--- src/hw/rtl/dtr_pkg.sv ---
// Shared types, constants and numeral tables for the decimal to roman numeral block.
package dtr_pkg;

    localparam logic signed [15:0] NUM_LOW  = 16'sd1000;
    localparam logic signed [15:0] NUM_HIGH = 16'sd3000;

    localparam int QUEUE_DEPTH = 2;

    localparam logic [7:0] ASCII_NONE = 8'h00;
    localparam logic [7:0] ASCII_M    = 8'h4D;
    localparam logic [7:0] ASCII_D    = 8'h44;
    localparam logic [7:0] ASCII_C    = 8'h43;
    localparam logic [7:0] ASCII_L    = 8'h4C;
    localparam logic [7:0] ASCII_X    = 8'h58;
    localparam logic [7:0] ASCII_V    = 8'h56;
    localparam logic [7:0] ASCII_I    = 8'h49;

    // Decimal places in emit order
    typedef enum logic [1:0] {
        PLACE_THOUSANDS,
        PLACE_HUNDREDS,
        PLACE_TENS,
        PLACE_UNITS
    } place_t;

    // Which letter of a place: one, five or ten
    typedef enum logic [1:0] {
        SEL_ONE,
        SEL_FIVE,
        SEL_TEN
    } sel_t;

    // One classified request as it waits in the queue
    typedef struct packed {
        logic       oor;
        logic [1:0] thousands;
        logic [3:0] hundreds;
        logic [3:0] tens;
        logic [3:0] units;
    } digits_t;

    // Queue status seen by the back end
    typedef struct packed {
        logic    not_empty;
        digits_t head;
    } queue_head_t;

    // Number of letters a decimal digit takes
    function automatic logic [2:0] shape_len(input logic [3:0] digit);
        logic [2:0] len;
        begin
            case (digit)
                4'd0:    len = 3'd0;
                4'd1:    len = 3'd1;
                4'd2:    len = 3'd2;
                4'd3:    len = 3'd3;
                4'd4:    len = 3'd2;
                4'd5:    len = 3'd1;
                4'd6:    len = 3'd2;
                4'd7:    len = 3'd3;
                4'd8:    len = 3'd4;
                4'd9:    len = 3'd2;
                default: len = 3'd0;
            endcase
            return len;
        end
    endfunction

    // Letter choice at position idx of a digit's pattern
    function automatic sel_t shape_sel(input logic [3:0] digit, input logic [1:0] idx);
        sel_t sel;
        begin
            sel = SEL_ONE;
            case (digit)
                4'd4:    sel = (idx == 2'd0) ? SEL_ONE : SEL_FIVE;
                4'd5:    sel = SEL_FIVE;
                4'd6,
                4'd7,
                4'd8:    sel = (idx == 2'd0) ? SEL_FIVE : SEL_ONE;
                4'd9:    sel = (idx == 2'd0) ? SEL_ONE : SEL_TEN;
                default: sel = SEL_ONE;
            endcase
            return sel;
        end
    endfunction

    function automatic logic [7:0] place_letter(input place_t place, input sel_t sel);
        logic [7:0] ch;
        begin
            ch = ASCII_NONE;
            case (place)
                PLACE_THOUSANDS: ch = ASCII_M;
                PLACE_HUNDREDS:
                    case (sel)
                        SEL_ONE:  ch = ASCII_C;
                        SEL_FIVE: ch = ASCII_D;
                        SEL_TEN:  ch = ASCII_M;
                        default:  ch = ASCII_NONE;
                    endcase
                PLACE_TENS:
                    case (sel)
                        SEL_ONE:  ch = ASCII_X;
                        SEL_FIVE: ch = ASCII_L;
                        SEL_TEN:  ch = ASCII_C;
                        default:  ch = ASCII_NONE;
                    endcase
                PLACE_UNITS:
                    case (sel)
                        SEL_ONE:  ch = ASCII_I;
                        SEL_FIVE: ch = ASCII_V;
                        SEL_TEN:  ch = ASCII_X;
                        default:  ch = ASCII_NONE;
                    endcase
                default: ch = ASCII_NONE;
            endcase
            return ch;
        end
    endfunction

endpackage

--- src/hw/rtl/decimal_to_roman_numeral.sv ---
// Top level of the decimal to roman numeral converter.
//
//  channel  valid         stall         payload
//  -------  ------------  ------------  -----------------------------------------
//  input    number_valid  number_stall  number_in
//  output   roman_valid   roman_stall   roman_char, out_of_range, last_char
//
// A request yields 1 to 14 letters, sent one letter per cycle while the output is
// not stalled; the single letter-emitting sequencer sets the rate. The first
// letter of a request passes through the queue and then the output register. A
// two-entry queue lets the front keep taking requests while the back end works or
// the output is stalled. Reset empties the queue and the output register. A stalled output holds its letter.
module decimal_to_roman_numeral (
    input  logic               clk,
    input  logic               rst_n,
    input  logic               number_valid,
    output logic               number_stall,
    input  logic signed [15:0] number_in,
    output logic               roman_valid,
    input  logic               roman_stall,
    output logic [7:0]         roman_char,
    output logic               out_of_range,
    output logic               last_char
);

    logic                 push;
    logic                 pop;
    logic                 queue_full;
    dtr_pkg::digits_t     push_data;
    dtr_pkg::queue_head_t head;

    dtr_front u_front (
        .number_valid (number_valid),
        .number_in    (number_in),
        .queue_full   (queue_full),
        .number_stall (number_stall),
        .push         (push),
        .push_data    (push_data)
    );

    dtr_queue u_queue (
        .clk       (clk),
        .rst_n     (rst_n),
        .push      (push),
        .push_data (push_data),
        .pop       (pop),
        .full      (queue_full),
        .head      (head)
    );

    dtr_back u_back (
        .clk          (clk),
        .rst_n        (rst_n),
        .head         (head),
        .pop          (pop),
        .roman_valid  (roman_valid),
        .roman_stall  (roman_stall),
        .roman_char   (roman_char),
        .out_of_range (out_of_range),
        .last_char    (last_char)
    );

endmodule

--- src/hw/rtl/dtr_front.sv ---
// Front end: range check and decimal digit split of each request.
module dtr_front (
    input  logic               number_valid,
    input  logic signed [15:0] number_in,
    input  logic               queue_full,
    output logic               number_stall,
    output logic               push,
    output dtr_pkg::digits_t   push_data
);

    logic        oor;
    logic [11:0] v;
    logic [1:0]  th;
    logic [11:0] th_base;
    logic [9:0]  rem_h;
    logic [3:0]  hun;
    logic [6:0]  rem_t;
    logic [3:0]  ten;
    logic [3:0]  unit;

    assign oor = (number_in < dtr_pkg::NUM_LOW) || (number_in > dtr_pkg::NUM_HIGH);
    assign v   = number_in[11:0];

    always_comb
    begin
        if (v >= 12'd3000)
        begin
            th      = 2'd3;
            th_base = 12'd3000;
        end
        else if (v >= 12'd2000)
        begin
            th      = 2'd2;
            th_base = 12'd2000;
        end
        else
        begin
            th      = 2'd1;
            th_base = 12'd1000;
        end
    end

    // remainder below 1000 for any in-range value
    assign rem_h = 10'(v - th_base);

    // digit by threshold count: thresholds are monotone, so the count is the digit
    always_comb
    begin
        hun = 4'd0;
        for (int k = 1; k < 10; k++)
        begin
            if (rem_h >= 10'(k * 100))
            begin
                hun = 4'(k);
            end
        end
    end

    assign rem_t = 7'(rem_h - 10'(hun) * 10'd100);

    always_comb
    begin
        ten = 4'd0;
        for (int k = 1; k < 10; k++)
        begin
            if (rem_t >= 7'(k * 10))
            begin
                ten = 4'(k);
            end
        end
    end

    assign unit = 4'(rem_t - 7'(ten) * 7'd10);

    assign number_stall = queue_full;
    assign push         = number_valid && !queue_full;

    always_comb
    begin
        push_data.oor       = oor;
        push_data.thousands = th;
        push_data.hundreds  = hun;
        push_data.tens      = ten;
        push_data.units     = unit;
    end

endmodule

--- src/hw/rtl/dtr_queue.sv ---
// Two-entry queue of classified requests between front and back ends.
module dtr_queue (
    input  logic                 clk,
    input  logic                 rst_n,
    input  logic                 push,
    input  dtr_pkg::digits_t     push_data,
    input  logic                 pop,
    output logic                 full,
    output dtr_pkg::queue_head_t head
);

    localparam int PTR_W = $clog2(dtr_pkg::QUEUE_DEPTH);
    localparam int CNT_W = $clog2(dtr_pkg::QUEUE_DEPTH + 1);

    dtr_pkg::digits_t entry_reg [dtr_pkg::QUEUE_DEPTH];
    logic [PTR_W-1:0] wr_ptr_reg, wr_ptr_next;
    logic [PTR_W-1:0] rd_ptr_reg, rd_ptr_next;
    logic [CNT_W-1:0] count_reg, count_next;

    assign full           = (count_reg == CNT_W'(dtr_pkg::QUEUE_DEPTH));
    assign head.not_empty = (count_reg != '0);
    assign head.head      = entry_reg[rd_ptr_reg];

    always_comb
    begin
        wr_ptr_next = push ? PTR_W'(wr_ptr_reg + 1'b1) : wr_ptr_reg;
        rd_ptr_next = pop ? PTR_W'(rd_ptr_reg + 1'b1) : rd_ptr_reg;
        count_next  = count_reg;
        if (push && !pop)
        begin
            count_next = CNT_W'(count_reg + 1'b1);
        end
        else if (pop && !push)
        begin
            count_next = CNT_W'(count_reg - 1'b1);
        end
    end

    always_ff @(posedge clk or negedge rst_n)
    begin
        if (!rst_n)
        begin
            wr_ptr_reg <= '0;
            rd_ptr_reg <= '0;
            count_reg  <= '0;
        end
        else
        begin
            wr_ptr_reg <= wr_ptr_next;
            rd_ptr_reg <= rd_ptr_next;
            count_reg  <= count_next;
        end
    end

    always_ff @(posedge clk)
    begin
        if (push)
        begin
            entry_reg[wr_ptr_reg] <= push_data;
        end
    end

endmodule

--- src/hw/rtl/dtr_back.sv ---
// Back end: walks the digits of the head request and emits one letter per cycle unless the output is stalled.
module dtr_back (
    input  logic                 clk,
    input  logic                 rst_n,
    input  dtr_pkg::queue_head_t head,
    output logic                 pop,
    output logic                 roman_valid,
    input  logic                 roman_stall,
    output logic [7:0]           roman_char,
    output logic                 out_of_range,
    output logic                 last_char
);

    logic [1:0]      place_reg, place_next;
    logic [1:0]      idx_reg, idx_next;
    logic            out_valid_reg, out_valid_next;
    logic [7:0]      char_reg;
    logic            oor_reg;
    logic            last_reg;

    logic [2:0]      lens [4];
    logic [3:0]      digits [4];
    logic [1:0]      eff;
    logic            more_after;
    logic            end_of_digit;
    logic            is_last;
    logic            emit;
    dtr_pkg::sel_t   sel;
    logic [7:0]      ch;

    always_comb
    begin
        digits[0] = {2'b00, head.head.thousands};
        digits[1] = head.head.hundreds;
        digits[2] = head.head.tens;
        digits[3] = head.head.units;
        lens[0]   = {1'b0, head.head.thousands};
        lens[1]   = dtr_pkg::shape_len(head.head.hundreds);
        lens[2]   = dtr_pkg::shape_len(head.head.tens);
        lens[3]   = dtr_pkg::shape_len(head.head.units);
    end

    // skip places whose digit gives no letters
    always_comb
    begin
        logic found;
        found      = 1'b0;
        eff        = place_reg;
        more_after = 1'b0;
        for (int p = 0; p < 4; p++)
        begin
            if (!found && (2'(p) >= place_reg) && (lens[p] != 3'd0))
            begin
                eff   = 2'(p);
                found = 1'b1;
            end
            else if (found && (lens[p] != 3'd0))
            begin
                more_after = 1'b1;
            end
        end
    end

    assign end_of_digit = (3'({1'b0, idx_reg} + 3'd1) >= lens[eff]);
    assign is_last      = head.head.oor || (end_of_digit && !more_after);

    always_comb
    begin
        if (eff == 2'(dtr_pkg::PLACE_THOUSANDS))
        begin
            sel = dtr_pkg::SEL_ONE;
        end
        else
        begin
            sel = dtr_pkg::shape_sel(digits[eff], idx_reg);
        end
        ch = head.head.oor ? dtr_pkg::ASCII_NONE
                           : dtr_pkg::place_letter(dtr_pkg::place_t'(eff), sel);
    end

    assign emit = head.not_empty && (!out_valid_reg || !roman_stall);
    assign pop  = emit && is_last;

    always_comb
    begin
        place_next     = place_reg;
        idx_next       = idx_reg;
        out_valid_next = out_valid_reg && roman_stall;
        if (emit)
        begin
            out_valid_next = 1'b1;
            if (is_last)
            begin
                place_next = 2'(dtr_pkg::PLACE_THOUSANDS);
                idx_next   = 2'd0;
            end
            else if (end_of_digit)
            begin
                place_next = 2'(eff + 2'd1);
                idx_next   = 2'd0;
            end
            else
            begin
                place_next = eff;
                idx_next   = 2'(idx_reg + 2'd1);
            end
        end
    end

    always_ff @(posedge clk or negedge rst_n)
    begin
        if (!rst_n)
        begin
            place_reg     <= 2'(dtr_pkg::PLACE_THOUSANDS);
            idx_reg       <= 2'd0;
            out_valid_reg <= 1'b0;
        end
        else
        begin
            place_reg     <= place_next;
            idx_reg       <= idx_next;
            out_valid_reg <= out_valid_next;
        end
    end

    always_ff @(posedge clk)
    begin
        if (emit)
        begin
            char_reg <= ch;
            oor_reg  <= head.head.oor;
            last_reg <= is_last;
        end
    end

    assign roman_valid  = out_valid_reg;
    assign roman_char   = char_reg;
    assign out_of_range = oor_reg;
    assign last_char    = last_reg;

endmodule

--- config.mk ---
export PLATFORM = sky130hd
export DESIGN_NAME = decimal_to_roman_numeral
export DESIGN_NICKNAME = d
export VERILOG_FILES = /design/src/hw/rtl/dtr_pkg.sv /design/src/hw/rtl/decimal_to_roman_numeral.sv /design/src/hw/rtl/dtr_front.sv /design/src/hw/rtl/dtr_queue.sv /design/src/hw/rtl/dtr_back.sv
export SDC_FILE = /design/constraint.sdc
export NUM_CORES = 1
export LEC_CHECK = 0
export BUFFER_PORTS_ARGS = -buffer_cell sky130_fd_sc_hd__buf_4
export CELL_PAD_IN_SITES_DETAIL_PLACEMENT = 0
export CELL_PAD_IN_SITES_GLOBAL_PLACEMENT = 2
export CORE_UTILIZATION = 42
export DETAILED_ROUTE_END_ITERATION = 10
export GPL_TIMING_DRIVEN = 0
export PLACE_DENSITY = 0.95
export SYNTH_ARGS = -nofsm -noshare
export SYNTH_HDL_FRONTEND = slang
export SYNTH_SLANG_ARGS = --single-unit
--- constraint.sdc ---
create_clock -name clk -period 8.57 [get_ports clk]
set_input_delay 2.1425 -clock clk [delete_from_list [all_inputs] [get_ports clk]]
set_output_delay 2.1425 -clock clk [all_outputs]
set_load 0.005 [all_outputs]
* Word level (Yosys, flattened, before mapping)
Memory sizes are Yosys's and may differ from the RTL's. Index checks and enable logic that the tools add are counted.
Word-level totals: register bits after elaboration 19, memories 4, memory bits (writable) 30, word-level logic and storage cells 164, output and inout bits 12, input bits 20, memory bits (read-only) 144
Memories:
- (no name shown) | words 16, bits a word 3, rd ports 1, clocked after Yosys merged registers in 0, write ports 0, line dtr_pkg.sv:52 | case (digit)
- (no name shown) | words 16, bits a word 3, rd ports 1, clocked after Yosys merged registers in 0, write ports 0, line dtr_pkg.sv:52
- (no name shown) | words 16, bits a word 3, rd ports 1, clocked after Yosys merged registers in 0, write ports 0, line dtr_pkg.sv:52
- u_queue.entry_reg | words 2, bits a word 15, rd ports 1, clocked after Yosys merged registers in 0, write ports 1, line dtr_queue.sv:15 | dtr_pkg::digits_t entry_reg [dtr_pkg::QUEUE_DEPTH];
Operators by class: add/subtract/negate cells 10, muxes and demuxes 59, bitwise logic cells 1, equality and inequality tests 12, magnitude comparators 28, multipliers 2, reductions and logical operators 39
Operators with widths (count):
- $pmux W7 S3 | 3
- $ge A10 B10 Y1 const B | 4
- $mux W2 | 18
- $pmux W8 S4 | 1
- $ge A10 B9 Y1 const B | 3
- $mux W3 | 10
- $mux W4 | 6
- $ge A7 B6 Y1 const B | 3
- $ge A7 B7 Y1 const B | 3
- $logic_and A1 B1 Y1 | 17
- $eq A4 B3 Y1 const B | 4
- $gt A16 B13 Y1 const B | 1
- $lt A16 B11 Y1 const B | 1
- $mux W1 | 16
- $ge A7 B5 Y1 const B | 2
- $ge A12 B11 Y1 const B | 1
- $ge A12 B12 Y1 const B | 1
- $reduce_bool A3 Y1 | 4
- $ge A10 B7 Y1 const B | 1
- $ge A10 B8 Y1 const B | 1
- $mux W10 | 1
- $sub A10 B10 Y10 | 1
- $logic_not A1 Y1 | 9
- $bmux W4 S2 | 1
- 24 further kinds | 39

* Depth between registers and ports, before layout
depth in word-level cells 28, gate-level depth with buffers 30, depth with buffers taken out 30

* By module
Synthesis repeated with hierarchy kept, for this count alone.
Second synthesis, totals: cell total of the unflattened synthesis 407, area total of the unflattened synthesis 4036.4 µm²
Modules (own cells, without submodules):
- dtr_back | sequential area each 365.4 µm², area each 1529.0 µm², instances 1, cells each 182
- dtr_queue | sequential area each 1001.0 µm², area each 1323.8 µm², instances 1, cells each 63
- dtr_front | sequential area each 0.0 µm², area each 1183.6 µm², instances 1, cells each 162

* Worst setup path before layout
OpenSTA, ideal clock, no wires.
path kind input -> register, from input port number_in[7], to memory u_queue.entry_reg[0][3] (netlist name) (data pin), arrival time 7.921 ns, setup slack 0.382 ns, data required time 8.303 ns, stages 30, buffers on the path 0, cells stage by stage inv_2 > or4_1 > a21oi_1 > o21a_1 > or2_2 > ha_1 > inv_1 > fa_1 > a21o_2 > and4_4 > a211oi_4 > a22oi_1 > a311oi_2 > o32ai_1 > o21ai_0 > ha_1 > inv_1 > a21o_1 > a21oi_1 > xor2_1 > inv_1 > o211ai_1 > o21ai_0 > o311ai_0 > a22oi_2 > ha_1 > fa_1 > xnor2_1 > xnor2_2 > xnor2_1
RTL lines:
- from (decl) | line decimal_to_roman_numeral.sv:18 | input logic signed [15:0] number_in,
- to (decl) | line dtr_queue.sv:15

==> impl_metrics.csv <==
group,metric,value,unit
route,drc,0,
route,drt_iter0_markers,70,
clock_tree,cts-root-buf,"clkbuf_8",
layout,area_growth,14.6,%
power_and_ir_drop,seq_power_share,25.0,%
floorplanning,core_area,8720,sq um
global_route,grt_usage,16.9,%
global_route,grt-busiest-layer,"met2",
timing,fmax,121,MHz
hold_path,hold_end,"u_back.roman_valid",
worst_setup_path,reg2reg_depth,20,
timing,report.final.slew_viol_count,0,
clock_tree,ctsHoldBuffers,0,
global_route,grt_max_degree,16,
layout,layoutNonFillerInstCount,539,
logic_synthesis,synth-seq-area-share,36.0,%
floorplanning,start_util,43.5,%
hold_path,min_from,"u_back.roman_valid",
power_and_ir_drop,p_int,1.01,mW
clock_tree,numClockSinks,47,
hold_path,min-delay-path-class,"reg2reg",
layout,fillCellCount,808,
worst_setup_path,path_class,"in2reg",
placed_design,hpwlAfterDp,6.14,mm
logic_synthesis,yosysTopAreaCell,"edfxtp_1",
layout,nets,478,
logic_synthesis,synth_area_leaders,"edfxtp_1, ha_1, dfrtp_1",
logic_synthesis,synth_area_per_cell,9.75,sq um
timing,skew,0.0129,ns
timing,hold_viol,0,
power_and_ir_drop,power.leakage,1.78,nW
floorplanning,fp.dieH,97.0,um
worst_setup_path,rrSetupSlack,3.93,ns
placed_design,dp_cells,526,
route,wl_per_cell,14.5,um
logic_synthesis,synthArstFlopShare,19.1,%
power_and_ir_drop,peakVddDrop,302,uV
floorplanning,dieArea,9410,sq um
global_route,antenna_found_initial,0,
worst_setup_path,worstPathArrival,8.32,ns
floorplanning,die_w,97.0,um
power_and_ir_drop,powerDensity,419,nW/um^2
global_route,met3_usage,2.24,%
layout,fin_area,4350,sq um
timing,layout_min_cycle_time,8.28,ns
global_route,grt_pass1_vias,2919,
global_route,grt_pass1_wl,13.2,mm
logic_synthesis,syn-instance-count,389,
global_route,grt.met1_usage,20.5,%
logic_synthesis,synth_edf_count,38,
power_and_ir_drop,clkPwrFrac,8.8,%
outcome,outcome,"finished, final reports clean",
timing,slew_headroom,18.7,%
layout,diodes,0,
timing,finalCritPeriodShare,96.6,%
route,dr_total_vias,3005,
worst_setup_path,worst_ep_required_time,8.61,ns
logic_synthesis,ys.flop_type,"edfxtp_1",
worst_setup_path,reg2reg_from,"u_queue.rd_ptr_reg",
timing,hold_ws,0.502,ns
route,wl,7.80,mm
worst_setup_path,rr_endpoint,"u_queue.count_reg[1]",
worst_setup_path,cp_max_fo,8,
global_route,use_met2,31.0,%
clock_tree,numCtsBuffers,5,
logic_synthesis,netlist_area,3790,sq um
power_and_ir_drop,combPwrFrac,66.1,%
timing,worst_slew_pin_slew,1.21,ns
logic_synthesis,synth.distinct_cells,77,
route,ant_nets,0,
timing,setup_viol,0,
route,dr.pass1.iters,4,
power_and_ir_drop,p_sw_share,44.4,%
run,cap_violations,0,
global_route,gr-total-overflow,0,
logic_synthesis,synth-seq-cells,47,
layout,layout-drive-gt1-share,21.1,%
placed_design,dpl-instance-area,4140,sq um
worst_setup_path,critical_path.max_stage_delay,0.55,ns
worst_setup_path,start_kind,"primary input",
worst_setup_path,endpoint_kind,"flip-flop",
layout,largest_reg_flops,30,
route,vias_per_cell,5.58,
power_and_ir_drop,p_switching,807,uW
clock_tree,cts_tree,"yes",
placed_design,routabilityCongestion,0.842,
clock_tree,clockBufferDepth,2,
worst_setup_path,critPathSlowestCell,"or4_4",
logic_synthesis,yosysWarnings,0,
floorplanning,boundaryPins,32,
logic_synthesis,synth_top_cell_area_share,30.1,%
clock_tree,clk-insertion-delay-late,0.30,ns
clock_tree,clk_pin_slew,0.09,ns
worst_setup_path,crit_top_cell,"ha_1",
hold_path,hold_depth,2,
clock_tree,htreeDepth,2,
placed_design,io_buffers,28,
floorplanning,rows,34,
cell type report:
cell class / count / area, sq um / share of cell area [%]
clock buffers: 5 / 68.8 / 1.58
inverters: 30 / 113 / 2.59
well taps: 108 / 135 / 3.11
repair buffers: 33 / 245 / 5.64
clock inverters: 3 / 43.8 / 1.01
plain buffers: 12 / 73.8 / 1.70
multi-input cells: 301 / 2300 / 52.9
flip-flops and latches: 47 / 1370 / 31.4
power by group through the flow:
stage          Combinational, mW  Sequential, mW  Clock [mW]
2_1_floorplan              0.904           0.452           0
3_3_place_gp                1.13           0.456           0
3_5_place_dp                1.15           0.461           0
4_1_cts                     1.17           0.456       0.163
5_1_grt                     1.34           0.466       0.171
6_report                    1.20           0.455       0.161
logic make-up after synthesis:
kind of cell	Yosys count	share of synthesized area, %
buffers and inverters	42	4.92
AO/OA/AOI/OAI	114	21.9
AND/OR/NAND/NOR	114	15.6
multiplexers	23	6.34
flip-flops	47	36.0
other	1	0.0989
adder cells (fa/ha/maj)	29	10.1
XOR/XNOR	19	4.98
worst max-delay path by stage:
stage                       startpoint  slack (ns)                 endpoint  cells after the start
after floorplan           number_in[7]        0.38  u_queue.entry_reg[0][3]                     30
after global placement    number_in[7]       -0.56  u_queue.entry_reg[0][3]                     31
after detailed placement  number_in[7]       -0.62  u_queue.entry_reg[1][3]                     31
after CTS                 number_in[7]       0.002  u_queue.entry_reg[0][3]                     31
after global routing      number_in[7]       -0.08  u_queue.entry_reg[1][3]                     31
final                     number_in[7]        0.29  u_queue.entry_reg[1][3]                     31
timing repair:
item                                    4_1_cts  5_1_grt
pin swaps                                     0        6
buffers inserted                              0        5
endpoints found under the setup margin        4        4
gates cloned                                  0        0
gates resized for setup                       2       11
layer usage:
metal / wire length (um) / share of wire [%] / vias to the layer above
met5: 0 / 0 / -
met4: 106 / 1.4 / 0
met3: 173 / 2.2 / 12
met2: 4040 / 52 / 52
met1: 3480 / 45 / 1406
li1: - / - / 1535
cell usage after synthesis, types with 3 or more instances:
master,count
inv_1,28
nand2b_1,8
and2_1,4
nor3_1,9
o2111ai_1,4
or3_1,6
xnor2_2,3
nor4_1,6
edfxtp_1,38
nand3_1,5
o21a_1,3
a31oi_1,6
clkbuf_1,4
buf_4,3
xor2_1,6
o31ai_1,5
mux2_2,4
dfrtp_1,9
a21oi_1,21
ha_1,25
o21ai_0,28
o311ai_0,3
nor2_1,21
fa_1,3
nor2b_1,5
o211ai_1,4
mux2i_1,18
a21o_1,6
o21ai_1,3
xnor2_1,10
nand2_1,31
worst max-delay path, delay by kind of cell:
family / cells / cell delay, ns
xor+xnor: 4 / 0.63
compound gates: 12 / 2.16
buf+inv: 5 / 0.46
fa+ha+maj: 6 / 1.64
simple gates: 4 / 1.25
layout by cell type, fill, tap and decap left out, types with 6 or more instances in the layout:
cell	n
nand2b_1	8
xnor2_1	8
or3_1	6
mux2i_1	18
a21oi_1	19
a31oi_1	6
nor3_1	9
o21ai_0	27
nor4_1	6
inv_1	28
edfxtp_1	38
ha_1	24
nand2_1	31
buf_4	35
dfrtp_1	9
nor2_1	21
a21o_1	6
metrics by stage:
stage	TNS (ns)	setup WS, ns	utilization (%)	power (mW)
floorplan	0	0.382	-	1.36
global placement	-1.62	-0.559	47.5	1.59
detailed placement	-1.82	-0.624	47.5	1.62
CTS	0	0.00163	48.9	1.78
global route	-0.168	-0.0840	49.8	1.98
finish	0	0.291	49.8	1.82
No activity file was read; power rests on OpenSTA's default activity.
